===== config.mk =====
export PLATFORM = sky130hd
export DESIGN_NAME = firmware_image_receiver_top_flat
export DESIGN_NICKNAME = d
export VERILOG_FILES = /design/src/rtl/core/frx_pkg.sv /design/src/rtl/core/frx_in_if.sv /design/src/rtl/core/frx_out_if.sv /design/src/rtl/core/firmware_image_receiver_top.sv /design/src/rtl/core/frx_crc_byte.sv /design/src/rtl/core/frx_core.sv /design/src/flat_wrapper.sv
export SDC_FILE = /design/constraint.sdc
export NUM_CORES = 1
export LEC_CHECK = 0
export BUFFER_PORTS_ARGS = -buffer_cell sky130_fd_sc_hd__buf_4
export CORE_MARGIN = 2
export CORE_UTILIZATION = 35
export CTS_CLUSTER_SIZE = 24
export DETAILED_ROUTE_END_ITERATION = 16
export PLACE_DENSITY = 0.5
export SYNTH_ARGS = -nofsm -noshare
export SYNTH_HDL_FRONTEND = slang
export SYNTH_SLANG_ARGS = --single-unit

===== constraint.sdc =====
create_clock -name clk -period 7.2 [get_ports clk]
set_clock_uncertainty 0.05 [all_clocks]
set_input_delay 0 -clock clk [delete_from_list [all_inputs] [get_ports clk]]
set_output_delay 0 -clock clk [all_outputs]
set_load 0.02 [all_outputs]

===== src/rtl/core/frx_pkg.sv =====
`default_nettype none
// ----------------------------------------------------------------------------
// frx_pkg: shared definitions of the firmware image receiver
// Command and status codes, CRC32 constants and the item and result structs.
// ----------------------------------------------------------------------------
package frx_pkg;

  // Largest image in bytes that the buffer holds.
  localparam int unsigned FRX_MAX_IMAGE_BYTES = 32'd65536;

  // Reflected CRC32 as used by zlib.
  localparam logic [31:0] CRC_PRESET = 32'hFFFF_FFFF;
  localparam logic [31:0] CRC_POLY   = 32'hEDB8_8320;

  typedef enum logic [1:0] {
    CMD_BEGIN  = 2'd0,
    CMD_DATA   = 2'd1,
    CMD_FINISH = 2'd2,
    CMD_IGNORE = 2'd3
  } frx_cmd_t;

  typedef enum logic [1:0] {
    ST_IDLE  = 2'd0,
    ST_READY = 2'd1,
    ST_ERROR = 2'd2,
    ST_DONE  = 2'd3
  } frx_status_t;

  typedef struct packed {
    frx_cmd_t    cmd;
    logic [31:0] image_size;
    logic [31:0] image_crc;
    logic        header_complete;
    logic [7:0]  data_byte;
  } frx_item_t;

  typedef struct packed {
    frx_status_t status;
    logic [16:0] bytes_received;
    logic        write_enable;
    logic [15:0] write_address;
    logic [7:0]  write_byte;
  } frx_result_t;

endpackage
`default_nettype wire


===== src/rtl/core/frx_in_if.sv =====
`default_nettype none
// ----------------------------------------------------------------------------
// frx_in_if: input channel of the firmware image receiver
// Valid/ready channel carrying one command item per transfer.
// ----------------------------------------------------------------------------
interface frx_in_if;
  logic        valid;
  logic        ready;
  logic [1:0]  cmd;
  logic [31:0] image_size;
  logic [31:0] image_crc;
  logic        header_complete;
  logic [7:0]  data_byte;

  modport source (
    output valid, cmd, image_size, image_crc, header_complete, data_byte,
    input  ready
  );

  modport sink (
    input  valid, cmd, image_size, image_crc, header_complete, data_byte,
    output ready
  );
endinterface
`default_nettype wire


===== src/rtl/core/frx_out_if.sv =====
`default_nettype none
// ----------------------------------------------------------------------------
// frx_out_if: result channel of the firmware image receiver
// Valid/ready channel carrying one status and buffer write per transfer.
// ----------------------------------------------------------------------------
interface frx_out_if;
  logic        valid;
  logic        ready;
  logic [1:0]  status;
  logic [16:0] bytes_received;
  logic        write_enable;
  logic [15:0] write_address;
  logic [7:0]  write_byte;

  modport source (
    output valid, status, bytes_received, write_enable, write_address, write_byte,
    input  ready
  );

  modport sink (
    input  valid, status, bytes_received, write_enable, write_address, write_byte,
    output ready
  );
endinterface
`default_nettype wire


===== src/rtl/core/firmware_image_receiver_top.sv =====
`default_nettype none
// ----------------------------------------------------------------------------
// firmware_image_receiver_top: CRC32-checked firmware image download
// Takes begin, data and finish items, issues image buffer writes and reports
// the download status and byte count for every item.
// ----------------------------------------------------------------------------
// An item passes through the input register and then the result register
// before its result is shown on the result channel.
// Throughput: one item per cycle while the result side takes results, set by
// the single-pass byte CRC network between the input and result registers.
// Reset: synchronous; empties both registers, sets the status to idle, the
// count and size to zero and the running CRC to all ones.
module firmware_image_receiver_top
  import frx_pkg::*;
#(
  parameter int unsigned MAX_IMAGE_BYTES = FRX_MAX_IMAGE_BYTES
) (
  input  wire logic clk,
  input  wire logic rst,
  frx_in_if.sink    item_in,
  frx_out_if.source result_out
);

  // Input register: holds one item while its result is formed. It is
  // refilled in the same cycle as it moves on, so transfers run back to back.
  logic      item_valid;
  frx_item_t item_reg;

  // Result register: parts the two sides, so a new item can be taken in
  // while the previous result still waits for the sink.
  logic        res_valid;
  frx_result_t res_reg;
  frx_result_t res_next;

  // The registered item is processed, and the state committed, only when
  // the result register is free or is being emptied in this cycle.
  logic advance;

  assign advance       = item_valid && (!res_valid || result_out.ready);
  assign item_in.ready = !item_valid || advance;

  always_ff @(posedge clk) begin
    if (rst) begin
      item_valid <= 1'b0;
    end else if (item_in.ready) begin
      item_valid <= item_in.valid;
    end
  end

  // The command field starts out as the ignored command, so the decoder in
  // the core never sees an unknown command before the first transfer.
  always_ff @(posedge clk) begin
    if (rst) begin
      item_reg.cmd <= CMD_IGNORE;
    end else if (item_in.valid && item_in.ready) begin
      item_reg.cmd             <= frx_cmd_t'(item_in.cmd);
      item_reg.image_size      <= item_in.image_size;
      item_reg.image_crc       <= item_in.image_crc;
      item_reg.header_complete <= item_in.header_complete;
      item_reg.data_byte       <= item_in.data_byte;
    end
  end

  // The core holds the download state and works out each item's result.
  frx_core #(
    .MAX_IMAGE_BYTES (MAX_IMAGE_BYTES)
  ) u_core (
    .clk     (clk),
    .rst     (rst),
    .advance (advance),
    .item    (item_reg),
    .result  (res_next)
  );

  always_ff @(posedge clk) begin
    if (rst) begin
      res_valid <= 1'b0;
    end else if (!res_valid || result_out.ready) begin
      res_valid <= item_valid;
    end
  end

  always_ff @(posedge clk) begin
    if (advance) begin
      res_reg <= res_next;
    end
  end

  assign result_out.valid          = res_valid;
  assign result_out.status         = res_reg.status;
  assign result_out.bytes_received = res_reg.bytes_received;
  assign result_out.write_enable   = res_reg.write_enable;
  assign result_out.write_address  = res_reg.write_address;
  assign result_out.write_byte     = res_reg.write_byte;

  // A buffer write is only issued while a download is in progress.
  a_write_needs_ready: assert property (
    @(posedge clk) disable iff (rst)
    (result_out.valid && result_out.write_enable) |->
      (result_out.status == ST_READY)
  ) else $error("buffer write reported outside the ready status");

  // The write offset is the count before the byte was added.
  a_write_address_follows_count: assert property (
    @(posedge clk) disable iff (rst)
    (result_out.valid && result_out.write_enable) |->
      (result_out.write_address == 16'(result_out.bytes_received - 17'd1))
  ) else $error("write address does not match the byte count");

  // With no write, the address and byte fields are zero.
  a_idle_write_fields_zero: assert property (
    @(posedge clk) disable iff (rst)
    (result_out.valid && !result_out.write_enable) |->
      (result_out.write_address == 16'd0 && result_out.write_byte == 8'd0)
  ) else $error("write fields not cleared without a write");

  // The input side is never stalled while the input register is empty.
  a_ready_when_empty: assert property (
    @(posedge clk) disable iff (rst)
    !item_valid |-> item_in.ready
  ) else $error("input stalled with an empty input register");

endmodule
`default_nettype wire


===== src/rtl/core/frx_crc_byte.sv =====
`default_nettype none
// ----------------------------------------------------------------------------
// frx_crc_byte: one-byte update of a reflected CRC32
// Eight shift-and-reduce steps unrolled into a single XOR network.
// ----------------------------------------------------------------------------
module frx_crc_byte
  import frx_pkg::*;
(
  input  wire logic [31:0] crc_in,
  input  wire logic [7:0]  data,
  output logic      [31:0] crc_out
);

  always_comb begin
    logic [31:0] c;
    c = crc_in ^ {24'd0, data};
    for (int k = 0; k < 8; k++) begin
      c = (c >> 1) ^ (c[0] ? CRC_POLY : 32'd0);
    end
    crc_out = c;
  end

endmodule
`default_nettype wire


===== src/rtl/core/frx_core.sv =====
`default_nettype none
// ----------------------------------------------------------------------------
// frx_core: download state and per-item decision logic
// Holds status, size, expected CRC, byte count and running CRC, and forms
// the result of the registered item in the same cycle.
// ----------------------------------------------------------------------------
module frx_core
  import frx_pkg::*;
#(
  parameter int unsigned MAX_IMAGE_BYTES = FRX_MAX_IMAGE_BYTES
) (
  input  wire logic        clk,
  input  wire logic        rst,
  input  wire logic        advance,
  input  wire frx_item_t   item,
  output frx_result_t      result
);

  localparam int unsigned CNT_W = $clog2(MAX_IMAGE_BYTES + 1);

  frx_status_t      load_status, load_status_next;
  logic [CNT_W-1:0] total_bytes, total_bytes_next;
  logic [31:0]      expected_check, expected_check_next;
  logic [CNT_W-1:0] received_count, received_count_next;
  logic [31:0]      running_check, running_check_next;
  logic [31:0]      crc_updated;

  frx_crc_byte u_crc (
    .crc_in  (running_check),
    .data    (item.data_byte),
    .crc_out (crc_updated)
  );

  always_comb begin
    load_status_next    = load_status;
    total_bytes_next    = total_bytes;
    expected_check_next = expected_check;
    received_count_next = received_count;
    running_check_next  = running_check;
    result.write_enable  = 1'b0;
    result.write_address = 16'd0;
    result.write_byte    = 8'd0;

    unique case (item.cmd)
      CMD_BEGIN: begin
        if (!item.header_complete || item.image_size == 32'd0 ||
            item.image_size > 32'(MAX_IMAGE_BYTES)) begin
          load_status_next = ST_ERROR;
        end else begin
          total_bytes_next    = CNT_W'(item.image_size);
          expected_check_next = item.image_crc;
          received_count_next = '0;
          running_check_next  = CRC_PRESET;
          load_status_next    = ST_READY;
        end
      end
      CMD_DATA: begin
        if (load_status == ST_READY && received_count < total_bytes) begin
          result.write_enable  = 1'b1;
          result.write_address = 16'(received_count);
          result.write_byte    = item.data_byte;
          running_check_next   = crc_updated;
          received_count_next  = received_count + CNT_W'(1);
        end
      end
      CMD_FINISH: begin
        if (load_status != ST_READY || received_count != total_bytes) begin
          load_status_next = ST_ERROR;
        end else if (expected_check != 32'd0 &&
                     (running_check ^ CRC_PRESET) != expected_check) begin
          load_status_next = ST_ERROR;
        end else begin
          load_status_next = ST_DONE;
        end
      end
      CMD_IGNORE: begin
      end
    endcase

    result.status         = load_status_next;
    result.bytes_received = 17'(received_count_next);
  end

  always_ff @(posedge clk) begin
    if (rst) begin
      load_status    <= ST_IDLE;
      total_bytes    <= '0;
      expected_check <= 32'd0;
      received_count <= '0;
      running_check  <= CRC_PRESET;
    end else if (advance) begin
      load_status    <= load_status_next;
      total_bytes    <= total_bytes_next;
      expected_check <= expected_check_next;
      received_count <= received_count_next;
      running_check  <= running_check_next;
    end
  end

endmodule
`default_nettype wire


===== src/flat_wrapper.sv =====
// flat-port wrapper written by rule: the top's interface ports become plain ports
module firmware_image_receiver_top_flat import frx_pkg::*;
#(
  parameter int unsigned MAX_IMAGE_BYTES = FRX_MAX_IMAGE_BYTES
)
  (clk, rst, item_in_valid, item_in_cmd, item_in_image_size, item_in_image_crc, item_in_header_complete, item_in_data_byte, item_in_ready, result_out_valid, result_out_status, result_out_bytes_received, result_out_write_enable, result_out_write_address, result_out_write_byte, result_out_ready);
  frx_in_if item_in_i ();
  frx_out_if result_out_i ();
  input  wire logic clk;
  input  wire logic rst;
  input wire logic [$bits(item_in_i.valid)-1:0] item_in_valid;
  input wire logic [$bits(item_in_i.cmd)-1:0] item_in_cmd;
  input wire logic [$bits(item_in_i.image_size)-1:0] item_in_image_size;
  input wire logic [$bits(item_in_i.image_crc)-1:0] item_in_image_crc;
  input wire logic [$bits(item_in_i.header_complete)-1:0] item_in_header_complete;
  input wire logic [$bits(item_in_i.data_byte)-1:0] item_in_data_byte;
  output wire logic [$bits(item_in_i.ready)-1:0] item_in_ready;
  output wire logic [$bits(result_out_i.valid)-1:0] result_out_valid;
  output wire logic [$bits(result_out_i.status)-1:0] result_out_status;
  output wire logic [$bits(result_out_i.bytes_received)-1:0] result_out_bytes_received;
  output wire logic [$bits(result_out_i.write_enable)-1:0] result_out_write_enable;
  output wire logic [$bits(result_out_i.write_address)-1:0] result_out_write_address;
  output wire logic [$bits(result_out_i.write_byte)-1:0] result_out_write_byte;
  input wire logic [$bits(result_out_i.ready)-1:0] result_out_ready;
  assign item_in_i.valid = item_in_valid;
  assign item_in_i.cmd = item_in_cmd;
  assign item_in_i.image_size = item_in_image_size;
  assign item_in_i.image_crc = item_in_image_crc;
  assign item_in_i.header_complete = item_in_header_complete;
  assign item_in_i.data_byte = item_in_data_byte;
  assign item_in_ready = item_in_i.ready;
  assign result_out_valid = result_out_i.valid;
  assign result_out_status = result_out_i.status;
  assign result_out_bytes_received = result_out_i.bytes_received;
  assign result_out_write_enable = result_out_i.write_enable;
  assign result_out_write_address = result_out_i.write_address;
  assign result_out_write_byte = result_out_i.write_byte;
  assign result_out_i.ready = result_out_ready;
  firmware_image_receiver_top #(.MAX_IMAGE_BYTES(MAX_IMAGE_BYTES)) u_core (.clk(clk), .rst(rst), .item_in(item_in_i), .result_out(result_out_i));
endmodule

After elaboration in Yosys (flattened, before gate mapping)
Index checks and enable logic that the tools add are counted.
{"block": "totals", "wordCells": 79, "input_bits": 79, "ff_bits": 221}
{"block": "op_classes", "addsub": 1, "bitwise_logic": 12, "reduce_logical": 20, "eq_ne": 8, "order_cmp": 2, "muxes": 19}
{"operator": "$mux W32", "count": 10}
{"operator": "$xor A31 B32 Y32", "count": 8}
{"operator": "$pmux W32 S2", "count": 1}
{"operator": "$mux W17", "count": 2}
{"operator": "$pmux W17 S2", "count": 1}
{"operator": "$gt A32 B17 Y1 const B", "count": 1}
{"operator": "$logic_not A32 Y1", "count": 1}
{"operator": "$ne A32 B32 Y1", "count": 1}
{"operator": "$not A32 Y32", "count": 1}
{"operator": "$reduce_bool A32 Y1", "count": 1}
{"operator": "$xor A32 B8 Y32", "count": 1}
{"operator": "$mux W25", "count": 1}
{"operator": "$add A17 B1 Y17 const B", "count": 1}
{"operator": "$lt A17 B17 Y1", "count": 1}
{"operator": "$ne A17 B17 Y1", "count": 1}
{"operator": "$logic_or A1 B1 Y1", "count": 5}
{"operator": "$eq A2 B1 Y1 const B", "count": 2}
{"operator": "$logic_and A1 B1 Y1", "count": 4}
{"operator": "$ne A2 B2 Y1 const B", "count": 2}
{"operator": "$pmux W2 S2", "count": 1}
{"operator": "$reduce_and A2 Y1", "count": 2}
{"operator": "$reduce_and A4 Y1", "count": 1}
{"operator": "$logic_not A1 Y1", "count": 3}
{"operator": "$reduce_and A3 Y1", "count": 1}
{"operator": "other kinds (7)", "count": 9}

Depth between registers and ports, before layout
Gate-level depths: netlist of the first run.
{"block": "depth", "depth_word": 19, "depth_mapped": 11, "ltp_nobuf": 11}

Modules after synthesis
Synthesis of the first run repeated with hierarchy kept, for this count alone.
{"block": "hier_totals", "cells_unflattened": 917, "hier_area_um2": 9919.5}
{"module": "frx_core", "cells_each": 712, "area_each_um2": 5427.7, "seq_area_each_um2": 2001.9, "instances": 1}
{"module": "firmware_image_receiver_top", "cells_each": 134, "area_each_um2": 3679.8, "seq_area_each_um2": 3593.4, "instances": 1}
{"module": "frx_crc_byte", "cells_each": 71, "area_each_um2": 812.0, "seq_area_each_um2": 0.0, "instances": 1}

Least setup slack after synthesis of the first run
No wires, ideal clock.
{"block": "synth_path", "kind": "register to register", "from": "reg u_core.res_valid, in the netlist u_core.result_out.valid", "to": "reg u_core.item_reg[0] (netlist bit) (enable)", "required_time_ps": 6646, "period_less_slack_ps": 4484, "stages_incl_launch_ff": 5, "arrival_ps": 3929, "slack_ps": 2716, "path_cell_list": "dfxtp_1 -> nor2b_1 -> nand2_1 -> nand2_1 -> nor2_1"}
{"block": "synth_between", "elab_chain_cells": 6}
{"item": "from (decl)", "line_no": "firmware_image_receiver_top.sv:31", "rtl": "logic res_valid;"}
{"item": "from (signal assigned)", "line_no": "firmware_image_receiver_top.sv:79", "rtl": "res_valid <= item_valid;"}
{"item": "$logic_not A1 Y1", "line_no": "firmware_image_receiver_top.sv:39", "rtl": "assign advance = item_valid && (!res_valid || result_out.ready);"}
{"item": "$logic_or A1 B1 Y1", "line_no": "firmware_image_receiver_top.sv:39"}
{"item": "$logic_and A1 B1 Y1", "line_no": "firmware_image_receiver_top.sv:39"}
{"item": "$logic_or A1 B1 Y1", "line_no": "firmware_image_receiver_top.sv:40", "rtl": "assign item_in.ready = !item_valid || advance;"}
{"item": "net item_in_ready", "line_no": "flat_wrapper.sv:17", "rtl": "output wire logic [$bits(item_in_i.ready)-1:0] item_in_ready;"}
{"item": "$logic_and A1 B1 Y1", "line_no": "firmware_image_receiver_top.sv:55", "rtl": "end else if (item_in.valid && item_in.ready) begin"}
{"item": "$reduce_and A2 Y1 (no line)"}
{"item": "to (decl)", "line_no": "firmware_image_receiver_top.sv:27", "rtl": "frx_item_t item_reg;"}
The timed path passes the listed nets, and every way through them passes these cells.
A chain may end at the register's enable or synchronous reset.

Worst setup path in the final report of the first run
{"block": "layout_path", "from": "reg u_core.u_core.received_count[8]", "to": "reg u_core.u_core.received_count[0]"}
{"block": "layout_between", "elab_chain_cells": 4}
{"item": "from (decl)", "line_no": "frx_core.sv:24", "rtl": "logic [CNT_W-1:0] received_count, received_count_next;"}
{"item": "from (signal assigned)", "line_no": "frx_core.sv:95", "rtl": "received_count <= received_count_next;"}
{"item": "$lt A17 B17 Y1", "line_no": "frx_core.sv:58", "rtl": "if (load_status == ST_READY && received_count < total_bytes) begin"}
{"item": "$logic_and A1 B1 Y1", "line_no": "frx_core.sv:58"}
{"item": "$mux W17", "line_no": "frx_core.sv:58"}
{"item": "$pmux W17 S2", "line_no": "frx_core.sv:44", "rtl": "unique case (item.cmd)"}
Every way passes these cells.

==> results of run 1 <==
logic make-up (layout without fill, tap and decap cells):
family                   after synthesis  in the layout  share of synthesized area [%]
buffers and inverters                 70            284                          3.074
multiplexers                           2              2                         0.2187
AND/OR/NAND/NOR                      319            319                          16.67
AO/OA/AOI/OAI                        160            160                          10.08
adder cells (fa/ha/maj)               18             18                          2.315
flip-flops                           221            221                          57.53
XOR/XNOR                             105            105                          10.11
layout make-up:
type | count | area [um2]
timing repair buffer | 212 | 1792
fill | 2618 | 14910
tap | 378 | 473.0
clock inverter | 11 | 121.4
inverter | 28 | 105.1
sequential | 221 | 5595
clock buffer | 33 | 706.9
multi-input combinational | 604 | 3849
power by group through the flow:
| stage | Combinational (uW) | Clock (uW) | Sequential [uW] |
|---|---|---|---|
| after global placement | 178 | 0 | 1400 |
| after detailed placement | 177 | 0 | 1400 |
| after CTS | 213 | 1320 | 1380 |
| after floorplan | 88.0 | 0 | 1410 |
| after global routing | 229 | 1360 | 1380 |
| final | 211 | 1270 | 1380 |
layer usage:
layer	share of wire, %	wire, um	vias up
met1	52	12860	3390
met3	5.2	1281	24
met4	1.6	388	0
met2	41	10210	197
met5	0	0	-
li1	-	-	3595
synthesized netlist by cell type, types with 3 or more instances:
master,n
nand2_1,139
edfxtp_1,117
nand3_1,15
buf_2,11
o22ai_1,15
buf_6,3
a311oi_1,3
xnor2_2,5
dfxtp_1,104
nor4_1,21
a21o_1,3
o21ai_0,19
xnor2_1,65
ha_1,18
a21oi_1,74
and3_1,7
clkbuf_1,26
a31oi_1,9
nor2_1,27
o32ai_1,15
nand2b_1,29
nand4_1,21
nor3_1,8
xor2_1,33
or3_1,12
inv_1,27
and2_1,21
metrics by stage:
step,utilization (%),worst slack (ns)
floorplan,-,2.716
global placement,39.97,3.554
detailed placement,39.97,3.475
CTS,45.88,3.456
global route,45.88,3.289
finish,45.88,3.385
layout by cell type (no fill, tap or decap), types with 8 or more instances in the layout:
cell type,synthesis,routed
a31oi_1,9,9
nand3_1,15,15
o22ai_1,15,15
ha_1,18,18
clkbuf_16,0,26
nor2_1,27,26
nor3_1,8,8
xor2_1,33,33
o32ai_1,15,15
xnor2_1,65,65
dlygate4sd3_1,0,80
o21ai_0,19,19
nor4_1,21,21
and2_1,21,21
dfxtp_1,104,104
a21oi_1,74,74
inv_1,27,26
buf_4,0,132
nand2b_1,29,29
nand4_1,21,21
edfxtp_1,117,117
or3_1,12,12
nand2_1,139,139
final timing paths:
kind,end,depth (start not counted),startpoint,slack [ns]
max,u_core.u_core.received_count[0],8,u_core.u_core.received_count[8],3.38
min,u_core.item_reg[69],2,item_in_image_size[28],0.14
max reg2reg,u_core.u_core.received_count[0],8,u_core.u_core.received_count[8],3.38
min reg2reg,u_core.u_core.total_bytes[15],2,u_core.u_core.total_bytes[15],0.40
timing repair:
action	CTS	global route
hold buffers	80	0
setup buffers	0	0
hold endpoints to repair	116	0
==> results by group, run 1 <==
Detailed routing
  • Residual DRC: 0
  • Final ANT Viol Nets: 0
  • Starting DRC count in detailed routing: 512
  • Vias per cell: 4.846
  • WL/cell: 16.64 um
  • Routed WL: 24.74 mm
  • DR pass1 iterations: 4
  • Via count: 7,206

Power
  • Worst VDD drop: 0.1619 mV
  • Sequential power share: 48.1%
  • PD cells: 226.2 mW/mm2
  • Combinational cell fraction of total power: 7.4%
  • Internal Pwr Total: 2229 uW
  • Pleak: 0.004476 uW
  • Net Sw Frac: 22.05%
  • Clock Power Share: 44.5%
  • NetSw: 630.5 uW
  • Final total power: 2860 uW

Timing
  • Headroom to the max-slew limit: 24.12%
  • Period utilization: 52.99%
  • Final hold vios: 0
  • RSZ-0062 raised after global routing: no
  • Final min period: 3.815 ns
  • Worst Tran Pin Value: 1.135 ns
  • Setup TNS: 0 ns
  • Endpoints failing setup: 0
  • Fmax: 262.1 MHz
  • Max-slew violations: 0
  • Worst hold margin: 0.1435 ns

Job
  • Max cap viols: 0

GRT
  • Vias in the first global route: 6,874
  • Met2 Track Usage GR: 23.96%
  • GR Util met1: 26.98%
  • Initial antenna violation count: 0
  • GR peak layer: met1
  • GRT Util Overall: 17.00%
  • Grt total ovfl: 0
  • Pin count of the biggest net entering global routing: 74
  • GR met3 Demand/Resource: 2.336%
  • First-pass GRT wire length: 38.85 mm

Floorplanning
  • IO Count: 125
  • Die footprint: 0.02914 mm2
  • Row count: 61
  • Die Span Y: 170.7 um
  • Core area: 0.02755 mm2
  • Initial Util: 35.30%
  • Die width: 170.7 um

Clock network
  • # clock sinks: 221
  • Clk buf depth: 3
  • CTS root buf: clkbuf_16
  • Clk slew on worst S/H paths: 0.07 ns
  • H-Tree Level Count: 1
  • Post-cts resize count: 0
  • Num CTS Buffers: 24
  • Clk_lat worst skew: 0.52 ns
  • TritonCTS clock tree: yes

Synth
  • Async SR Flop Fraction: 0%
  • Leading area contributor after synthesis: edfxtp_1
  • Synth Register Bits: 221
  • EDFF count, synth: 117
  • Synth top area cells: edfxtp_1 (36%), dfxtp_1 (21%), xnor2_1 (5.9%)
  • Synth Flop Type: edfxtp_1
  • Top-area cell type share of the netlist area: 36.12%
  • Synth Net Count: 992
  • Netlist cell types: 64
  • Synthesis Warnings: 0
  • Mapped Cells: 895
  • Post-synth design cell area: 0.009727 mm2
  • Mapped Avg Cell Area: 10.87 um2
  • Sequential fraction of the synthesis area: 57.53%

Setup path
  • Data arrival time of the critical path: 4.16 ns
  • CP Capture Type: flop
  • Critical Path, Cell by Cell: ha_1, a21oi_2, o21ai_1, a2111o_1, or4_4, nand2_1, mux2_2, nor2_1
  • Crit-path leading delay family: simple AND/OR/NAND/NOR gates
  • Buffers & Inverters on Critical Path: 0
  • Crit path kind: flop to flop
  • Critical Path Start Type: flop
  • Largest fanout on the critical path: 31
  • CP peak stage delay: 0.91 ns
  • Required time of the critical path: 7.54 ns
  • Critical path's slowest cell: nand2_1

Placement
  • Buffers added on ports: 124
  • Area of placed instances: 0.01101 mm2
  • DP Wirelength: 16.94 mm
  • DP Cell Count: 1,363
  • Routability cong.: 0.8031

Finish
  • Diodes inserted: 0
  • Area Overhead vs Synth: 29.97%
  • Layout cell share with drive strength beyond 1: 17.58%
  • Non-Filler Instances: 1,487
  • Post-route cell area: 0.01264 mm2
  • # nets final: 1,188
  • Largest register FFs: 75

Hold path
  • Hold crit path type: input pin to flop

Run status
  • Status: completed
Note: power is estimated with default switching activity, not from simulation.
==> run 2: changes to the inputs <==
- clock period: 7.2 -> 3.8 ns (I/O delays scaled with it)
==> results by group, run 2 (synthesized netlist as in run 1, its figures left out) <==
Run status
  • Status: completed (unchanged)

Clock network
  • # Post-CTS Setup Buffers: 0 (unchanged)
  • TritonCTS clock tree: yes (unchanged)
  • # clock sinks: 221 (unchanged)
  • Clk slew on worst S/H paths: 0.06 ns (was 0.07 ns)
  • Clk buf depth: 3 (unchanged)
  • H-Tree Level Count: 1 (unchanged)
  • CTS root buf: clkbuf_16 (unchanged)
  • Num CTS Buffers: 25 (was 24)
  • Clk_lat worst skew: 0.53 ns (was 0.52 ns)

Setup path
  • Required time of the critical path: 4.15 ns (was 7.54 ns)
  • Largest fanout on the critical path: 31 (unchanged)
  • Data arrival time of the critical path: 3.53 ns (was 4.16 ns)
  • Worst r2r src: u_core.u_core.received_count[7] (was u_core.u_core.received_count[8])
  • CP Capture Type: flop (unchanged)
  • Crit path kind: flop to flop (unchanged)
  • End of the worst register-to-register path: u_core.u_core.received_count[0] (unchanged)
  • R2r setup slk: 0.63 ns (was 3.38 ns)
  • Critical Path Start Type: flop (unchanged)
  • Worst r2r path cells: 9 (was 8)

Detailed routing
  • Final ANT Viol Nets: 0 (unchanged)
  • Routed WL: 24.89 mm (was 24.74 mm)
  • Vias per cell: 4.813 (was 4.846)
  • Residual DRC: 0 (unchanged)
  • Via count: 7,210 (was 7,206)
  • DR pass1 iterations: 7 (was 4)
  • Starting DRC count in detailed routing: 552 (was 512)
  • WL/cell: 16.61 um (was 16.64 um)

Power
  • Worst VDD drop: 0.2628 mV (was 0.1619 mV)
  • Net Sw Frac: 21.98% (was 22.05%)
  • PD cells: 425.7 mW/mm2 (was 226.2 mW/mm2)
  • Clock Power Share: 44.3% (was 44.5%)
  • Sequential power share: 48.1% (about the same)
  • Pleak: 0.004521 uW (was 0.004476 uW)
  • Combinational cell fraction of total power: 7.5% (was 7.4%)
  • Internal Pwr Total: 4222 uW (was 2229 uW)
  • NetSw: 1190 uW (was 630.5 uW)

Floorplanning
  • Die footprint: 0.02914 mm2 (unchanged)
  • Initial Util: 35.30% (unchanged)
  • Core area: 0.02755 mm2 (unchanged)
  • Die width: 170.7 um (unchanged)
  • Die Span Y: 170.7 um (unchanged)
  • Row count: 61 (unchanged)
  • IO Count: 125 (unchanged)

GRT
  • Grt total ovfl: 0 (unchanged)
  • Pin count of the biggest net entering global routing: 66 (was 74)
  • GRT Util Overall: 17.03% (was 17.00%)
  • Initial antenna violation count: 0 (unchanged)
  • First-pass GRT wire length: 38.89 mm (was 38.85 mm)
  • Vias in the first global route: 6,868 (was 6,874)

Placement
  • DP Wirelength: 17.06 mm (was 16.94 mm)
  • Worst Setup Slack post-DPL: 0.6167 ns (was 3.475 ns)
  • Buffers added on ports: 124 (unchanged)
  • DP Cell Count: 1,372 (was 1,363)
  • Routability cong.: 0.7837 (was 0.8031)
  • Area of placed instances: 0.01109 mm2 (was 0.01101 mm2)

Finish
  • Non-Filler Instances: 1,498 (was 1,487)
  • Most frequent cells in the layout: buf_4 (140), nand2_1 (139), edfxtp_1 (117), dfxtp_1 (104), dlygate4sd3_1 (80) (was nand2_1 (139), buf_4 (132), edfxtp_1 (117), dfxtp_1 (104), dlygate4sd3_1 (80))
  • Filler cell count: 2,611 (was 2,618)
  • Commonest non-fill, non-tap cell in the layout: buf_4 (was nand2_1)
  • Area Overhead vs Synth: 30.70% (was 29.97%)
  • # nets final: 1,198 (was 1,188)
  • Largest register FFs: 75 (unchanged)
  • Layout cell share with drive strength beyond 1: 18.04% (was 17.58%)
  • Post-route cell area: 0.01271 mm2 (was 0.01264 mm2)
  • Diodes inserted: 0 (unchanged)

Timing
  • RSZ-0062 raised after global routing: no (unchanged)
  • Period utilization: 83.53% (was 52.99%)
  • Final Worst Setup Slack: 0.6257 ns (was 3.385 ns)
  • Final min period: 3.174 ns (was 3.815 ns)
  • Endpoints failing setup: 0 (unchanged)
  • Worst Tran Pin Value: 0.6693 ns (was 1.135 ns)
  • Final hold vios: 0 (unchanged)
  • Max-slew violations: 0 (unchanged)
  • Headroom to the max-slew limit: 55.06% (was 24.12%)
  • Worst hold margin: 0.1335 ns (was 0.1435 ns)
  • Setup TNS: 0 ns (unchanged)
  • Fmax: 315.0 MHz (was 262.1 MHz)

Hold path
  • Worst hold start: item_in_image_size[17] (was item_in_image_size[28])
  • Hold Path Sink: u_core.item_reg[58] (was u_core.item_reg[69])
  • Hold crit path type: input pin to flop (unchanged)
  • Hold path cells: 2 (unchanged)

Job
  • Max cap viols: 0 (unchanged)
## run 2: metal layers
metal	vias to the layer above	share of wire (%)	GRT usage, %
met5	-	0	0
met1	3373	52	26.71
met2	194	40	23.76
met3	38	4.9	2.868
li1	3605	-	-
met4	0	2.5	4.831
## run 2: cell type report
class / instances / area, um2 / share of cell area [%]
sequential: 221 / 5595 / 44.01
multi-input combinational: 604 / 3849 / 30.27
clock buffer: 35 / 713.2 / 5.610
clock inverter: 11 / 106.4 / 0.8365
timing repair buffer: 221 / 1872 / 14.72
inverter: 28 / 105.1 / 0.8267
tap: 378 / 473.0 / 3.720
## run 2: repair_timing
| item | in CTS | in global routing |
|---|---|---|
| endpoints found under the hold margin | 125 | 0 |
| resized for setup | 0 | 0 |
| hold buffers | 80 | 0 |
## run 2: worst max-delay path by stage
| stage | start | end | slack (ns) | cells past startpoint |
|---|---|---|---|---|
| 6_report | u_core.u_core.received_count[7] | u_core.u_core.received_count[0] | 0.63 | 9 |
| 5_1_grt | u_core.u_core.received_count[7] | u_core.u_core.received_count[0] | 0.43 | 9 |
| 4_1_cts | u_core.u_core.received_count[7] | u_core.u_core.received_count[0] | 0.61 | 9 |
| 3_5_place_dp | u_core.u_core.received_count[7] | u_core.u_core.received_count[0] | 0.62 | 9 |
| 3_3_place_gp | u_core.u_core.received_count[7] | u_core.u_core.received_count[0] | 0.70 | 9 |
| 2_1_floorplan | u_core.result_out.valid | u_core.item_reg[0] | 0.53 | 4 |
## run 2: worst max-delay path: stages (launching register included)
cell,delay [ns]
dfxtp_1,0.54
ha_1,0.31
nand2_1,0.08
o21ai_1,0.07
a2111o_1,0.54
or4_4,0.72
nand2_1,0.14
buf_4,0.33
mux2_2,0.22
nor2_1,0.03
## run 2: power groups by stage
stage | sequential [uW] | clock, uW | combinational (uW)
final | 2610 | 2400 | 408
after global routing | 2610 | 2570 | 439
after detailed placement | 2660 | 0 | 344
after CTS | 2610 | 2460 | 411
after global placement | 2660 | 0 | 343
after floorplan | 2680 | 0 | 167
## run 2: per-stage QoR
step	total power [uW]	utilization [%]
2_1_floorplan	2842	-
3_3_place_gp	3000	40.26
3_5_place_dp	3001	40.26
4_1_cts	5479	46.14
5_1_grt	5617	46.14
6_report	5412	46.14
==> run 3: changes to the inputs <==
- ABC_AREA: default -> 1
- PLACE_DENSITY: 0.5 -> 0.51
- clock period: 3.8 -> 2.8 ns (I/O delays scaled with it)
==> results by group, run 3 <==
Setup path
  • Crit-path leading delay family: simple AND/OR/NAND/NOR gates (unchanged)
  • Buffers & Inverters on Critical Path: 1 (unchanged)
  • Required time of the critical path: 3.15 ns (was 4.15 ns)
  • Crit path kind: flop to flop (unchanged)
  • Largest fanout on the critical path: 32 (was 31)
  • Critical Path, Cell by Cell: ha_1, nand2_1, inv_1, nand2_1, nor2_1, nand2_1, nand3_1, nor2_2, nand3_4, nand2_2, nand2_2, nand2_1, nand3_1 (was ha_1, nand2_1, o21ai_1, a2111o_1, or4_4, nand2_1, buf_4, mux2_2, nor2_1)
  • CP Capture Type: flop (unchanged)
  • Critical path's slowest cell: dfxtp_1 (was or4_4)
  • CP peak stage delay: 0.50 ns (was 0.72 ns)
  • Critical Path Most Common Cell: nand2_1 (unchanged)
  • Critical Path Start Type: flop (unchanged)
  • Data arrival time of the critical path: 2.82 ns (was 3.53 ns)

Detailed routing
  • Via count: 8,800 (was 7,210)
  • Routed WL: 28.20 mm (was 24.89 mm)
  • Final ANT Viol Nets: 0 (unchanged)
  • WL/cell: 15.03 um (was 16.61 um)
  • Residual DRC: 0 (unchanged)
  • DR pass1 iterations: 5 (was 7)
  • Vias per cell: 4.691 (was 4.813)
  • Starting DRC count in detailed routing: 508 (was 552)

Clock network
  • CTS root buf: clkbuf_16 (unchanged)
  • Clk buf depth: 3 (unchanged)
  • TritonCTS clock tree: yes (unchanged)
  • H-Tree Level Count: 1 (unchanged)
  • Post-cts resize count: 0 (unchanged)
  • # clock sinks: 221 (unchanged)
  • Clk_lat worst skew: 0.55 ns (was 0.53 ns)
  • Clk slew on worst S/H paths: 0.06 ns (about the same)
  • Num CTS Buffers: 25 (unchanged)

Synth
  • Mapped Cells: 1,251 (was 895)
  • Async SR Flop Fraction: 0% (unchanged)
  • Synth Net Count: 1,348 (was 992)
  • Synthesis Warnings: 0 (unchanged)
  • Synth top area cells: edfxtp_1 (33%), dfxtp_1 (19%), nand2_1 (12%) (was edfxtp_1 (36%), dfxtp_1 (21%), xnor2_1 (5.9%))
  • Top-count cell post-synth: nand2_1 (unchanged)
  • Mapped Avg Cell Area: 8.554 um2 (was 10.87 um2)
  • Top-area cell type share of the netlist area: 32.83% (was 36.12%)
  • Leading area contributor after synthesis: edfxtp_1 (unchanged)
  • Synth Register Bits: 221 (unchanged)
  • Synth Flop Type: edfxtp_1 (unchanged)
  • Sequential fraction of the synthesis area: 52.29% (was 57.53%)
  • Post-synth design cell area: 0.01070 mm2 (was 0.009727 mm2)
  • Netlist cell types: 39 (was 64)
  • Post-synth top cells: nand2_1 (352), nor2_1 (125), nand3_1 (120) (was nand2_1 (139), edfxtp_1 (117), dfxtp_1 (104))
  • EDFF count, synth: 117 (unchanged)

Timing
  • Headroom to the max-slew limit: 46.84% (was 55.06%)
  • Worst Tran Pin Value: 0.7975 ns (was 0.6693 ns)
  • RSZ-0062 raised after global routing: no (unchanged)
  • Endpoints failing setup: 0 (unchanged)
  • Fmax: 404.7 MHz (was 315.0 MHz)
  • Final min period: 2.471 ns (was 3.174 ns)
  • Setup TNS: 0 ns (unchanged)
  • Max-slew violations: 0 (unchanged)
  • Final Worst Setup Slack: 0.3292 ns (was 0.6257 ns)
  • Period utilization: 88.24% (was 83.53%)
  • Final hold vios: 0 (unchanged)

Placement
  • Worst Setup Slack post-DPL: 0.3680 ns (was 0.6167 ns)
  • Buffers added on ports: 124 (unchanged)
  • Routability cong.: 0.8151 (was 0.7837)
  • DP Wirelength: 19.37 mm (was 17.06 mm)

Finish
  • Largest register FFs: 75 (unchanged)
  • Commonest non-fill, non-tap cell in the layout: nand2_1 (was buf_4)
  • Most frequent cells in the layout: nand2_1 (352), buf_4 (146), nor2_1 (124), nand3_1 (120), edfxtp_1 (117) (was buf_4 (140), nand2_1 (139), edfxtp_1 (117), dfxtp_1 (104), dlygate4sd3_1 (80))
  • # nets final: 1,558 (was 1,198)
  • Filler cell count: 3,001 (was 2,611)
  • Sequential Area: 0.005595 mm2 (unchanged)
  • Diodes inserted: 0 (unchanged)
  • Area Overhead vs Synth: 27.84% (was 30.70%)
  • Layout cell share with drive strength beyond 1: 16.89% (was 18.04%)
  • Area of the multi-input gates: 0.004431 mm2 (was 0.003849 mm2)

GRT
  • GRT Util Overall: 17.81% (was 17.03%)
  • Initial antenna violation count: 0 (unchanged)
  • Pin count of the biggest net entering global routing: 60 (was 66)
  • First-pass GRT wire length: 44.99 mm (was 38.89 mm)
  • Grt total ovfl: 0 (unchanged)
  • Vias in the first global route: 8,406 (was 6,868)

Power
  • PD cells: 564.4 mW/mm2 (was 425.7 mW/mm2)
  • Final total power: 7722 uW (was 5412 uW)
  • Worst VDD drop: 0.4554 mV (was 0.2628 mV)
  • Pleak: 0.005870 uW (was 0.004521 uW)

Run status
  • Status: completed (unchanged)

Floorplanning
  • IO Count: 125 (unchanged)
  • Die footprint: 0.03199 mm2 (was 0.02914 mm2)
  • Die width: 178.9 um (was 170.7 um)
  • Initial Util: 35.26% (was 35.30%)
  • Die Span Y: 178.9 um (was 170.7 um)
  • Row count: 64 (was 61)
  • Core area: 0.03035 mm2 (was 0.02755 mm2)

Hold path
  • Hold crit path type: input pin to flop (unchanged)

Job
  • Max cap viols: 0 (unchanged)
==> run 3: what timing repair did <==
action,4_1_cts,5_1_grt
buffers inserted,0,0
hold buffers,84,0
endpoints found under the hold margin,100,0
setup endpoints to repair,0,0
==> run 3: logic make-up after synthesis <==
| kind of cell | after synthesis | share of synthesized area, % |
|---|---|---|
| DFF | 221 | 52.29 |
| adders and majority gates | 18 | 2.105 |
| xor gates and xnor gates | 62 | 5.074 |
| and+or+nand+nor | 689 | 28.03 |
| buffers and inverters | 156 | 6.384 |
| AOI/OAI and AO/OA | 105 | 6.127 |
==> run 3: power breakdown <==
group | internal, uW | switching, uW | total, uW | leakage [uW]
Combinational | 405 | 560 | 966 | 0.00355
Sequential | 3540 | 78.7 | 3610 | 0.00194
Clock | 1780 | 1360 | 3140 | 0.000383
==> run 3: layout make-up <==
type                       count  area share, %
clock buffer                  33          4.866
clock inverter                13         0.8323
inverter                     107          2.945
tap                          396          3.622
sequential                   221          40.90
multi-input combinational    874          32.39
timing repair buffer         232          14.45
==> run 3: final timing paths <==
check,start,end,slack (ns),cells past startpoint
worst min-delay path,item_in_image_crc[13],u_core.item_reg[22],0.12,2
worst max-delay path,u_core.u_core.received_count[2],u_core.u_core.running_check[4],0.33,13
worst max register to register,u_core.u_core.received_count[2],u_core.u_core.running_check[4],0.33,13
worst min register to register,u_core.u_core.total_bytes[0],u_core.u_core.total_bytes[0],0.43,2
==> run 3: metal layers <==
metal	track usage (%)	vias up	share of wire, %
met5	0	-	0
met1	27.15	4005	51
met4	4.302	0	2.3
li1	-	4533	-
met3	2.375	40	5.3
met2	26.49	222	41
==> run 3: per-stage QoR <==
step | cells | area (um2) | hold WS [ns] | util [%]
after floorplan | 1251 | 10710 | 0.04887 | -
after global placement | 1746 | 12060 | 0.1280 | 39.74
after detailed placement | 1746 | 12060 | 0.1294 | 39.74
after CTS | 1876 | 13680 | 0.09042 | 45.08
after global routing | 1876 | 13680 | 0.1129 | 45.08
final | 1876 | 13680 | 0.1152 | 45.08
